==> config.mk <==
export PLATFORM = sky130hd
export DESIGN_NAME = expiry_key_slab_table
export DESIGN_NICKNAME = d
export VERILOG_FILES = /design/src/rtl/eks_pkg.sv /design/src/rtl/expiry_key_slab_table.sv /design/src/rtl/eks_out_reg.sv
export SDC_FILE = /design/constraint.sdc
export NUM_CORES = 2
export LEC_CHECK = 0
export BUFFER_PORTS_ARGS = -buffer_cell sky130_fd_sc_hd__buf_2
export CELL_PAD_IN_SITES_DETAIL_PLACEMENT = 1
export CELL_PAD_IN_SITES_GLOBAL_PLACEMENT = 2
export CORE_MARGIN = 2
export CORE_UTILIZATION = 40
export DETAILED_ROUTE_END_ITERATION = 8
export GPL_TIMING_DRIVEN = 0
export PLACE_DENSITY_LB_ADDON = 0.08
export SETUP_SLACK_MARGIN = 0.02
export SLEW_MARGIN = 5
export SYNTH_ARGS = -nofsm -noshare
export SYNTH_HDL_FRONTEND = slang
export SYNTH_SLANG_ARGS = --single-unit
==> constraint.sdc <==
create_clock -name clk_i -period 28.2 [get_ports clk_i]
set_clock_uncertainty 0.1 [all_clocks]
set_input_delay 1.41 -clock clk_i [delete_from_list [all_inputs] [get_ports clk_i]]
set_output_delay 1.41 -clock clk_i [all_outputs]
set_load 0.05 [all_outputs]
==> src/rtl/eks_pkg.sv <==
// Shared types and constants of the expiry key slab table.
`timescale 1ns / 1ps

package eks_pkg;

  localparam int KEY_W       = 64;
  localparam int EXP_W       = 64;
  localparam int OPC_W       = 3;
  localparam int STATUS_W    = 3;
  localparam int POS_W       = 4;
  localparam int COUNT_W     = 5;
  localparam int IN_INDEX_W  = 4;
  localparam int MAX_RESULTS = 16;
  localparam int HIT_W       = $clog2(MAX_RESULTS + 1);

  typedef enum logic [OPC_W-1:0] {
    OP_INSERT  = 3'd0,
    OP_LOOKUP  = 3'd1,
    OP_DEL_KEY = 3'd2,
    OP_DEL_IDX = 3'd3,
    OP_UPDATE  = 3'd4,
    OP_MIN     = 3'd5,
    OP_LIST    = 3'd6
  } opcode_e;

  typedef enum logic [STATUS_W-1:0] {
    ST_OK        = 3'd0,
    ST_FULL      = 3'd1,
    ST_NOT_FOUND = 3'd2,
    ST_BAD_INDEX = 3'd3,
    ST_EMPTY     = 3'd4
  } status_e;

  typedef enum logic [2:0] {
    S_IDLE,
    S_INS,
    S_SCAN,
    S_MOVE_RD,
    S_MOVE_WR,
    S_UPD,
    S_EMIT
  } state_e;

  typedef struct packed {
    logic [OPC_W-1:0]        opcode;
    logic [KEY_W-1:0]        key;
    logic signed [EXP_W-1:0] expire;
    logic [KEY_W-1:0]        new_key;
    logic signed [EXP_W-1:0] repl_expire;
    logic [IN_INDEX_W-1:0]   index;
  } in_t;

  typedef struct packed {
    logic [STATUS_W-1:0] status;
    logic [POS_W-1:0]    position;
    logic [COUNT_W-1:0]  count;
    logic                last;
  } res_t;

  typedef struct packed {
    logic [KEY_W-1:0]        key;
    logic signed [EXP_W-1:0] expire;
  } entry_t;

  typedef struct packed {
    logic valid;
    res_t data;
  } emit_t;

endpackage

==> src/rtl/expiry_key_slab_table.sv <==
// Expiry key slab table: one item at a time, (key, expiry) pairs in one synchronous RAM.
// Insert appends behind the last entry; delete by index moves the last entry into the
//   freed slot (a bad index skips the move); the other items scan the packed entries.
// Throughput: one item at a time; scans read one entry per cycle through the single
//   RAM read port, except while a list result is held back by the output stall.
// Reset: clears the entry count and control state; RAM contents are not cleared.
`timescale 1ns / 1ps

module expiry_key_slab_table #(
  parameter int TABLE_DEPTH = 16
) (
  input  logic          clk_i,
  input  logic          rst_ni,
  input  logic          in_valid_i,
  output logic          in_stall_o,
  input  eks_pkg::in_t  in_i,
  output logic          out_valid_o,
  input  logic          out_stall_i,
  output eks_pkg::res_t out_o
);

  localparam int IdxW   = $clog2(TABLE_DEPTH);
  localparam int CntW   = $clog2(TABLE_DEPTH + 1);
  localparam int CmpW   = (CntW > eks_pkg::IN_INDEX_W) ? CntW : eks_pkg::IN_INDEX_W;
  localparam int PosW   = eks_pkg::POS_W;
  localparam int CountW = eks_pkg::COUNT_W;
  localparam int HitW   = eks_pkg::HIT_W;

  eks_pkg::state_e state_q, state_d;
  eks_pkg::in_t    req_q, req_d;
  logic [CntW-1:0] count_q, count_d;
  logic [CntW-1:0] scan_idx_q, scan_idx_d;
  logic            cmp_v_q, cmp_v_d;
  logic [IdxW-1:0] cmp_idx_q, cmp_idx_d;
  logic [IdxW-1:0] pos_q, pos_d;
  logic [eks_pkg::STATUS_W-1:0] status_q, status_d;
  logic            best_v_q, best_v_d;
  logic [eks_pkg::KEY_W-1:0]        best_key_q, best_key_d;
  logic signed [eks_pkg::EXP_W-1:0] best_exp_q, best_exp_d;
  logic            pend_v_q, pend_v_d;
  logic [HitW-1:0] hits_q, hits_d;

  eks_pkg::entry_t mem [TABLE_DEPTH];
  eks_pkg::entry_t rd_q;
  logic            mem_we, mem_re;
  logic [IdxW-1:0] mem_waddr, mem_raddr;
  eks_pkg::entry_t mem_wdata;

  eks_pkg::emit_t  emit;
  logic            emit_ready;

  logic            find_op, is_list, is_min;
  logic            match, hit, better, emit_need, adv;
  logic            issue_more, scan_end, idx_bad, table_full;
  logic [CntW-1:0] last_idx;

  assign find_op = (req_q.opcode == eks_pkg::OP_LOOKUP) ||
                   (req_q.opcode == eks_pkg::OP_DEL_KEY) ||
                   (req_q.opcode == eks_pkg::OP_UPDATE);
  assign is_list = (req_q.opcode == eks_pkg::OP_LIST);
  assign is_min  = (req_q.opcode == eks_pkg::OP_MIN);

  assign match  = cmp_v_q && (rd_q.key == req_q.key) && (rd_q.expire == req_q.expire);
  assign hit    = is_list && cmp_v_q && (rd_q.expire <= req_q.expire) &&
                  (hits_q < HitW'(eks_pkg::MAX_RESULTS));
  assign better = !best_v_q || (rd_q.expire < best_exp_q) ||
                  ((rd_q.expire == best_exp_q) && (rd_q.key < best_key_q));

  assign emit_need  = (state_q == eks_pkg::S_SCAN) && hit && pend_v_q;
  assign adv        = !emit_need || emit_ready;
  assign issue_more = (scan_idx_q < count_q) &&
                      (!is_list || (hits_q < HitW'(eks_pkg::MAX_RESULTS)));
  assign scan_end   = !issue_more && !cmp_v_q;
  assign idx_bad    = CmpW'(in_i.index) >= CmpW'(count_q);
  assign table_full = count_q >= CntW'(TABLE_DEPTH);
  assign last_idx   = count_q - 1'b1;

  assign in_stall_o = (state_q != eks_pkg::S_IDLE);

  always_comb begin
    state_d = state_q;
    unique case (state_q)
      eks_pkg::S_IDLE: begin
        if (in_valid_i) begin
          unique case (in_i.opcode)
            eks_pkg::OP_INSERT:  state_d = eks_pkg::S_INS;
            eks_pkg::OP_LOOKUP,
            eks_pkg::OP_DEL_KEY,
            eks_pkg::OP_UPDATE,
            eks_pkg::OP_MIN,
            eks_pkg::OP_LIST:    state_d = eks_pkg::S_SCAN;
            eks_pkg::OP_DEL_IDX: state_d = idx_bad ? eks_pkg::S_EMIT : eks_pkg::S_MOVE_RD;
            default:             state_d = eks_pkg::S_IDLE;
          endcase
        end
      end
      eks_pkg::S_INS: state_d = eks_pkg::S_EMIT;
      eks_pkg::S_SCAN: begin
        if (find_op && match) begin
          priority if (req_q.opcode == eks_pkg::OP_DEL_KEY) begin
            state_d = eks_pkg::S_MOVE_RD;
          end else if (req_q.opcode == eks_pkg::OP_UPDATE) begin
            state_d = eks_pkg::S_UPD;
          end else begin
            state_d = eks_pkg::S_EMIT;
          end
        end else if (scan_end) begin
          state_d = eks_pkg::S_EMIT;
        end
      end
      eks_pkg::S_MOVE_RD: state_d = eks_pkg::S_MOVE_WR;
      eks_pkg::S_MOVE_WR: state_d = eks_pkg::S_EMIT;
      eks_pkg::S_UPD:     state_d = eks_pkg::S_EMIT;
      eks_pkg::S_EMIT: begin
        if (emit_ready) begin
          state_d = eks_pkg::S_IDLE;
        end
      end
      default: state_d = eks_pkg::S_IDLE;
    endcase
  end

  always_comb begin
    req_d      = req_q;
    count_d    = count_q;
    scan_idx_d = scan_idx_q;
    cmp_v_d    = cmp_v_q;
    cmp_idx_d  = cmp_idx_q;
    pos_d      = pos_q;
    status_d   = status_q;
    best_v_d   = best_v_q;
    best_key_d = best_key_q;
    best_exp_d = best_exp_q;
    pend_v_d   = pend_v_q;
    hits_d     = hits_q;
    mem_we     = 1'b0;
    mem_re     = 1'b0;
    mem_waddr  = pos_q;
    mem_raddr  = scan_idx_q[IdxW-1:0];
    mem_wdata  = rd_q;
    emit.valid         = 1'b0;
    emit.data.status   = eks_pkg::ST_OK;
    emit.data.position = PosW'(pos_q);
    emit.data.count    = CountW'(count_q);
    emit.data.last     = 1'b0;

    unique case (state_q)
      eks_pkg::S_IDLE: begin
        if (in_valid_i) begin
          req_d      = in_i;
          scan_idx_d = '0;
          cmp_v_d    = 1'b0;
          hits_d     = '0;
          pend_v_d   = 1'b0;
          best_v_d   = 1'b0;
          pos_d      = '0;
          status_d   = eks_pkg::ST_OK;
          if (in_i.opcode == eks_pkg::OP_DEL_IDX) begin
            if (idx_bad) begin
              status_d = eks_pkg::ST_BAD_INDEX;
            end else begin
              pos_d = IdxW'(in_i.index);
            end
          end
        end
      end
      eks_pkg::S_INS: begin
        if (table_full) begin
          status_d = eks_pkg::ST_FULL;
        end else begin
          mem_we    = 1'b1;
          mem_waddr = count_q[IdxW-1:0];
          mem_wdata = '{key: req_q.key, expire: req_q.expire};
          pos_d     = count_q[IdxW-1:0];
          count_d   = count_q + 1'b1;
        end
      end
      eks_pkg::S_SCAN: begin
        if (adv) begin
          if (issue_more) begin
            mem_re     = 1'b1;
            scan_idx_d = scan_idx_q + 1'b1;
            cmp_v_d    = 1'b1;
            cmp_idx_d  = scan_idx_q[IdxW-1:0];
          end else begin
            cmp_v_d = 1'b0;
          end
        end
        if (find_op && match) begin
          pos_d = cmp_idx_q;
        end
        if (is_min && cmp_v_q && better) begin
          best_v_d   = 1'b1;
          best_key_d = rd_q.key;
          best_exp_d = rd_q.expire;
          pos_d      = cmp_idx_q;
        end
        if (hit && adv) begin
          pend_v_d = 1'b1;
          hits_d   = hits_q + 1'b1;
          pos_d    = cmp_idx_q;
        end
        emit.valid = emit_need;
        if (scan_end) begin
          priority if (find_op) begin
            status_d = eks_pkg::ST_NOT_FOUND;
          end else if (is_min) begin
            status_d = best_v_q ? eks_pkg::ST_OK : eks_pkg::ST_EMPTY;
          end else begin
            status_d = pend_v_q ? eks_pkg::ST_OK : eks_pkg::ST_EMPTY;
          end
        end
      end
      eks_pkg::S_MOVE_RD: begin
        mem_re    = 1'b1;
        mem_raddr = last_idx[IdxW-1:0];
      end
      eks_pkg::S_MOVE_WR: begin
        mem_we  = 1'b1;
        count_d = count_q - 1'b1;
      end
      eks_pkg::S_UPD: begin
        mem_we    = 1'b1;
        mem_wdata = '{key: req_q.new_key, expire: req_q.repl_expire};
      end
      eks_pkg::S_EMIT: begin
        emit.valid       = 1'b1;
        emit.data.status = status_q;
        emit.data.last   = 1'b1;
      end
      default: begin
      end
    endcase
  end

  always_ff @(posedge clk_i or negedge rst_ni) begin
    if (!rst_ni) begin
      state_q    <= eks_pkg::S_IDLE;
      count_q    <= '0;
      scan_idx_q <= '0;
      cmp_v_q    <= 1'b0;
      best_v_q   <= 1'b0;
      pend_v_q   <= 1'b0;
      hits_q     <= '0;
    end else begin
      state_q    <= state_d;
      count_q    <= count_d;
      scan_idx_q <= scan_idx_d;
      cmp_v_q    <= cmp_v_d;
      best_v_q   <= best_v_d;
      pend_v_q   <= pend_v_d;
      hits_q     <= hits_d;
    end
  end

  always_ff @(posedge clk_i) begin
    req_q      <= req_d;
    cmp_idx_q  <= cmp_idx_d;
    pos_q      <= pos_d;
    status_q   <= status_d;
    best_key_q <= best_key_d;
    best_exp_q <= best_exp_d;
  end

  always_ff @(posedge clk_i) begin
    if (mem_we) begin
      mem[mem_waddr] <= mem_wdata;
    end
    if (mem_re) begin
      rd_q <= mem[mem_raddr];
    end
  end

  eks_out_reg u_out_reg (
    .clk_i       (clk_i),
    .rst_ni      (rst_ni),
    .emit_i      (emit),
    .ready_o     (emit_ready),
    .out_valid_o (out_valid_o),
    .out_stall_i (out_stall_i),
    .out_o       (out_o)
  );

`ifndef ASSERT_OFF
  a_count_bound: assert property (@(posedge clk_i) disable iff (!rst_ni)
    count_q <= CntW'(TABLE_DEPTH))
    else $error("entry count above table depth");

  a_count_step: assert property (@(posedge clk_i) disable iff (!rst_ni)
    1'b1 |=> (count_q == $past(count_q)) ||
             (count_q == CntW'($past(count_q) + 1'b1)) ||
             (count_q == CntW'($past(count_q) - 1'b1)))
    else $error("entry count moved by more than one");

  a_write_in_range: assert property (@(posedge clk_i) disable iff (!rst_ni)
    mem_we |-> (CntW'(mem_waddr) < count_q) || (state_q == eks_pkg::S_INS))
    else $error("write outside the packed entries");

  a_last_ends_item: assert property (@(posedge clk_i) disable iff (!rst_ni)
    emit.valid && emit_ready && emit.data.last |=> state_q == eks_pkg::S_IDLE)
    else $error("final result did not end the transaction");

  a_scan_holds: assert property (@(posedge clk_i) disable iff (!rst_ni)
    (state_q == eks_pkg::S_SCAN) && emit.valid && !emit_ready |=> $stable(scan_idx_q))
    else $error("scan advanced while a result was blocked");
`endif

endmodule

==> src/rtl/eks_out_reg.sv <==
// Output register between the table engine and the result channel.
`timescale 1ns / 1ps

module eks_out_reg (
  input  logic          clk_i,
  input  logic          rst_ni,
  input  eks_pkg::emit_t emit_i,
  output logic          ready_o,
  output logic          out_valid_o,
  input  logic          out_stall_i,
  output eks_pkg::res_t out_o
);

  logic          valid_q, valid_d;
  eks_pkg::res_t data_q;
  logic          load;

  assign ready_o = !valid_q || !out_stall_i;
  assign load    = emit_i.valid && ready_o;

  always_comb begin
    valid_d = valid_q;
    if (load) begin
      valid_d = 1'b1;
    end else if (!out_stall_i) begin
      valid_d = 1'b0;
    end
  end

  always_ff @(posedge clk_i or negedge rst_ni) begin
    if (!rst_ni) begin
      valid_q <= 1'b0;
    end else begin
      valid_q <= valid_d;
    end
  end

  always_ff @(posedge clk_i) begin
    if (load) begin
      data_q <= emit_i.data;
    end
  end

  assign out_valid_o = valid_q;
  assign out_o       = data_q;

endmodule
=== Yosys cells after proc, flatten, opt, wreduce, memory -nomap -nowiden ===
Memory sizes are Yosys's and may differ from the RTL's. A register that Yosys moved wholly into a read port is not among the register bits.
Index checks and enable logic that the tools add are counted.

* Logic and storage cells: 172
* Bits in registers: 433
* Memories kept: 1
* Input port bits: 267
* Output and inout port bits: 15
* RAM bits: 2048

{| class="wikitable"
|+ Memory list
! memory !! depth !! width !! read ports !! clocked after Yosys merged registers in !! write ports !! RTL line !! text
|-
| mem || 16 || 128 || 1 || 1 || 1 || expiry_key_slab_table.sv:43 || <nowiki>eks_pkg::entry_t mem [TABLE_DEPTH];</nowiki>
|}

* Reduce and logical (&&, ||, !) cells: 49
* Muxes and demuxes: 57
* Equal/unequal tests: 32
* Magnitude comparators: 7
* $add $sub $neg: 4

{| class="wikitable"
|+ Operators with widths
! operator !! count
|-
| $pmux 128 s2 || 1
|-
| $eq 64x64->1 || 3
|-
| $lt 64x64->1 || 2
|-
| $mux 128 || 1
|-
| $le 64x64->1 || 1
|-
| $mux 3 || 13
|-
| $mux 4 || 9
|-
| $pmux 5 s2 || 3
|-
| $eq 3x3->1 const B || 9
|-
| $mux 5 || 5
|-
| $pmux 3 s3 || 2
|-
| $reduce_and 3->1 || 6
|-
| $add 5x1->5 const B || 3
|-
| $eq 3x2->1 const B || 5
|-
| $logic_and 1x1->1 || 15
|-
| $pmux 3 s5 || 1
|-
| $ne 2x2->1 const B || 7
|-
| $mux 1 || 12
|-
| $pmux 1 s2 || 6
|-
| $pmux 4 s3 || 1
|-
| $eq 3x1->1 const B || 3
|-
| $reduce_and 4->1 || 2
|-
| $logic_not 1->1 || 7
|-
| $logic_or 1x1->1 || 7
|-
| 16 further kinds || 25
|}

=== Longest topological paths before layout ===
* Word-level depth: 11
* Mapped depth: 12

=== By module ===
From an unflattened synthesis, not the netlist that was laid out.

* Cell total of the unflattened synthesis: 5453
* Area total of the unflattened synthesis: 105022.0 µm²

{| class="wikitable"
|+ Modules (own cells, without submodules)
! module !! cells an instance !! area each (µm²) !! instances !! sequential area each (µm²)
|-
| expiry_key_slab_table || 5436 || 104584.1 || 1 || 77819.6
|-
| eks_out_reg || 17 || 437.9 || 1 || 415.4
|}

=== Worst setup path before layout ===
Ideal clock, no wire load.

* Kind: input-to-reg
* Start: in in_valid_i
* End: reg rd_q[0] (netlist name)
* Arrival time: 16.091 ns
* Library setup time: 0.791 ns
* Stages: 4
* Slack: 11.219 ns
* Path through: nand2_1 inv_1 o21ai_2 o21ai_0

{| class="wikitable"
|+ RTL lines
! what !! RTL line !! text
|-
| start: declaration || expiry_key_slab_table.sv:14 || <nowiki>input logic in_valid_i,</nowiki>
|}

=== Worst setup path after layout ===
* Start: reg rd_q[63] (netlist name)
* End: reg rd_q[75] (netlist name)

* Longest elaborated chain between the ends: 9

{| class="wikitable"
|+ Ends and longest elaborated chain
! what !! RTL line !! text
|-
| $le 64x64->1 || expiry_key_slab_table.sv:64 || <nowiki>assign hit = is_list && cmp_v_q && (rd_q.expire <= req_q.expire) &&</nowiki>
|-
| $logic_and 1x1->1 (2 in a row) || expiry_key_slab_table.sv:64 ||
|-
| $logic_and 1x1->1 (2 in a row) || expiry_key_slab_table.sv:69 || <nowiki>assign emit_need = (state_q == eks_pkg::S_SCAN) && hit && pend_v_q;</nowiki>
|-
| $logic_not 1->1 || expiry_key_slab_table.sv:70 || <nowiki>assign adv = !emit_need || emit_ready;</nowiki>
|-
| $logic_or 1x1->1 || expiry_key_slab_table.sv:70 ||
|-
| $mux 1 || expiry_key_slab_table.sv:179 || <nowiki>if (adv) begin</nowiki>
|-
| $pmux 1 s2 || expiry_key_slab_table.sv:147 || <nowiki>unique case (state_q)</nowiki>
|-
| via mem_re || expiry_key_slab_table.sv:45 || <nowiki>logic mem_we, mem_re;</nowiki>
|}

The timed path passes the listed nets, and every way through them passes these cells.
A chain may end at the register's enable or synchronous reset.

==> out/qor.yml <==
die_y_um: 522
areaGrowthSynthToFinish_pct: 18.0
synth_top_cells_by_area: "edfxtp_1 (72%), nand2_1 (7.7%), a311oi_1 (3.1%)"
avgSynthCellArea_um2: 13.1
violations: "max-capacitance violations"
maxCapViolCount: 1
synth_compound_area_share_pct: 8.19
boundaryPins: 282
critical_path_required_ns: 28.67
fin_cells: 12800
grt_setup_unrepaired: "no"
start_util_pct: 40.1
muxShareOfSynthArea_pct: 0.124
grt_max_degree: 94
yosysUniqueCellTypes: 66
track_usage_pct: 28.0
vias: 73200
ys_ff_latch: 2609
worstHoldPathType: "reg -> reg"
cts_hold_buf: 0
ant_nets: 0
yosysTopAreaCellShare_pct: 72.4
netlist.top_cell.by_area: "edfxtp_1"
die-width_um: 522
status: "finished, violations left"
utilization_pct: 47.3
overflow: 0
relSlewSlack_pct: 0.433
ys_async_sr_fraction_pct: 0.843
fmax_mhz: 151
worstReg2RegStart: "rd_q[63]$_DFFE_PP_"
tightest_slew_ns: 1.49
cts_setup_buffers: 0
yosys_warnings: 0
crit_path_end: "rd_q[75]$_DFFE_PP_"
p_leak_uw: 0.0443
synth-seq-area-share_pct: 73.0
r2r_cells: 12
critPathKind: "reg -> reg"
reg2reg_slack_ns: 21.57
root_buffer: "clkbuf_16"
first_pass_iters: 5
clkTransAtPathRegs_ns: 0.06
clk_path_buf_depth: 4
syn_nets: 8629
cts_buffers: 300
ir_drop_uv: 63.9
dieArea_um2: 272000
gp_congestion: 0.842
period_minus_slack_ns: 6.63
nNetsFinal: 9467
critPathLaunch: "rd_q[63]$_DFFE_PP_"
fin_crit_sh_pct: 23.5
cp.arrival_ns: 7.10
hpwl_um: 282000
rows: 190
clkLatencyLatePin_ns: 0.91
setup_tns_ns: 0
synth-edff-count: 2587
htreeDepth: 5
wire_per_inst_um: 30.2
synth_top_family_by_area: "simple AND/OR/NAND/NOR gates"
cts_sinks: 2609
synth.most_common_cell: "edfxtp_1"
hold_depth: 0
syn_inst: 8159
io_buffers: 281
synth_ff_type: "edfxtp_1"
synthAdderAreaFrac_pct: 2.37
r2r_end: "rd_q[75]$_DFFE_PP_"
synth_xor_area_share_pct: 0.490
cts_tree: "built"
timing.hold.ws_ns: 0.350
via_per_inst: 5.71
route.detailed.drc: 0
crit_path_max_fanout: 22
grt_pass1_vias: 74700
core_area_um2: 267000
p_total_uw: 14300
drt-initial-drc-count: 6846
synthSimpleGateAreaFrac_pct: 13.2
slew_viol_final: 0
antenna_found_initial: 44
hold_viol: 0
start_kind: "register"
worstSetupEndpointType: "register"
drive_gt1_share_pct: 11.3
drt-total-wl_um: 386000
cts.repair.resized: 0
netlist_area_um2: 107000
grt_pass1_wl_um: 546000
synthTopCellsByCount: "edfxtp_1 (2587), nand2_1 (2195), nand3_1 (542)"
power_density_nw_per_um2: 113
place_inst: 12200
setup_viol: 0
power by group:
group	total, uW	switching [uW]	internal, uW
logic	5040	3670	1370
registers	5450	267	5180
clock network	3790	1600	2200
total	14300	5530	8750
cells in the final DEF (no fill, tap or decap), types with 22 or more instances in the layout:
| cell type | instances |
|---|---|
| a21oi_1 | 270 |
| nand2_1 | 2195 |
| a311oi_1 | 384 |
| and3_1 | 320 |
| nor2_1 | 47 |
| buf_12 | 93 |
| clkbuf_2 | 39 |
| dfrtp_1 | 22 |
| inv_1 | 227 |
| nand4_1 | 49 |
| clkbuf_1 | 509 |
| ha_1 | 203 |
| buf_4 | 112 |
| a22oi_1 | 129 |
| o31a_1 | 68 |
| buf_1 | 39 |
| clkinv_2 | 38 |
| edfxtp_1 | 2587 |
| clkbuf_16 | 308 |
| o21ai_0 | 41 |
| o21ai_1 | 128 |
| xnor2_1 | 57 |
| buf_16 | 28 |
| a31oi_1 | 137 |
| clkinv_1 | 51 |
| nand3_1 | 542 |
| diode_2 | 25 |
| buf_2 | 303 |
logic make-up after synthesis:
group           count (synthesis)
simple gates                 3264
flops                        2609
compound gates               1258
buf+inv                       752
fa+ha+maj                     203
xor+xnor                       60
mux                            13
worst min path at each step:
| stage | startpoint | end | slack (ns) |
|---|---|---|---|
| 2_1_floorplan | count_q[2]$_DFFE_PN0P_ | u_out_reg.out_o[3]$_DFFE_PP_ | 0.32 |
| 5_1_grt | count_q[2]$_DFFE_PN0P_ | u_out_reg.out_o[3]$_DFFE_PP_ | 0.36 |
| 4_1_cts | count_q[4]$_DFFE_PN0P_ | u_out_reg.out_o[5]$_DFFE_PP_ | 0.35 |
| 3_3_place_gp | count_q[3]$_DFFE_PN0P_ | u_out_reg.out_o[4]$_DFFE_PP_ | 0.33 |
| 6_report | count_q[4]$_DFFE_PN0P_ | u_out_reg.out_o[5]$_DFFE_PP_ | 0.35 |
| 3_5_place_dp | count_q[2]$_DFFE_PN0P_ | u_out_reg.out_o[3]$_DFFE_PP_ | 0.34 |
final cells by class:
class,instances,area [um2]
well taps,3552,4440
multi-input cells,4798,26400
repair buffers,536,5170
clock buffers,399,8110
diodes,25,62.6
fillers,27200,141000
clock inverters,136,1220
plain buffers,524,2040
flip-flops and latches,2609,78200
inverters,228,863
worst max-delay path: stages, from the launching register on:
cell      delay (ns)
edfxtp_1        0.50
ha_1            0.70
nand4_4         0.24
nor4_4          0.85
nand4_1         0.85
a31oi_1         0.75
nor4_2          0.27
o211ai_2        0.51
o21ai_2         0.21
o21ai_4         0.59
buf_16          0.23
buf_12          0.20
buf_12          0.21
layer usage:
layer / GRT usage, % / up-vias / share of wire [%]
li1: - / 32200 / -
met4: 11.2 / 4 / 4.2
met1: 38.7 / 38000 / 43
met5: 0 / - / 0.0070
met3: 3.48 / 578 / 5.9
met2: 44.9 / 2383 / 47
flip-flops by register name, summed over array words and instances, names as in the netlist, 5 cells and up:
register         flops
u_out_reg.out_o     13
req_q              259
best_exp_q          64
hits_q               5
count_q              5
mem               2048
best_key_q          64
rd_q               128
scan_idx_q           5
through the flow:
| stage | setup slack [ns] | cell area, um2 |
|---|---|---|
| CTS | 21.38 | 126000 |
| global placement | -3.12 | 113000 |
| finish | 21.57 | 127000 |
| floorplan | 11.22 | 107000 |
| detailed placement | 21.43 | 117000 |
| global route | 21.41 | 126000 |
Note: power is estimated with default switching activity, not from simulation.
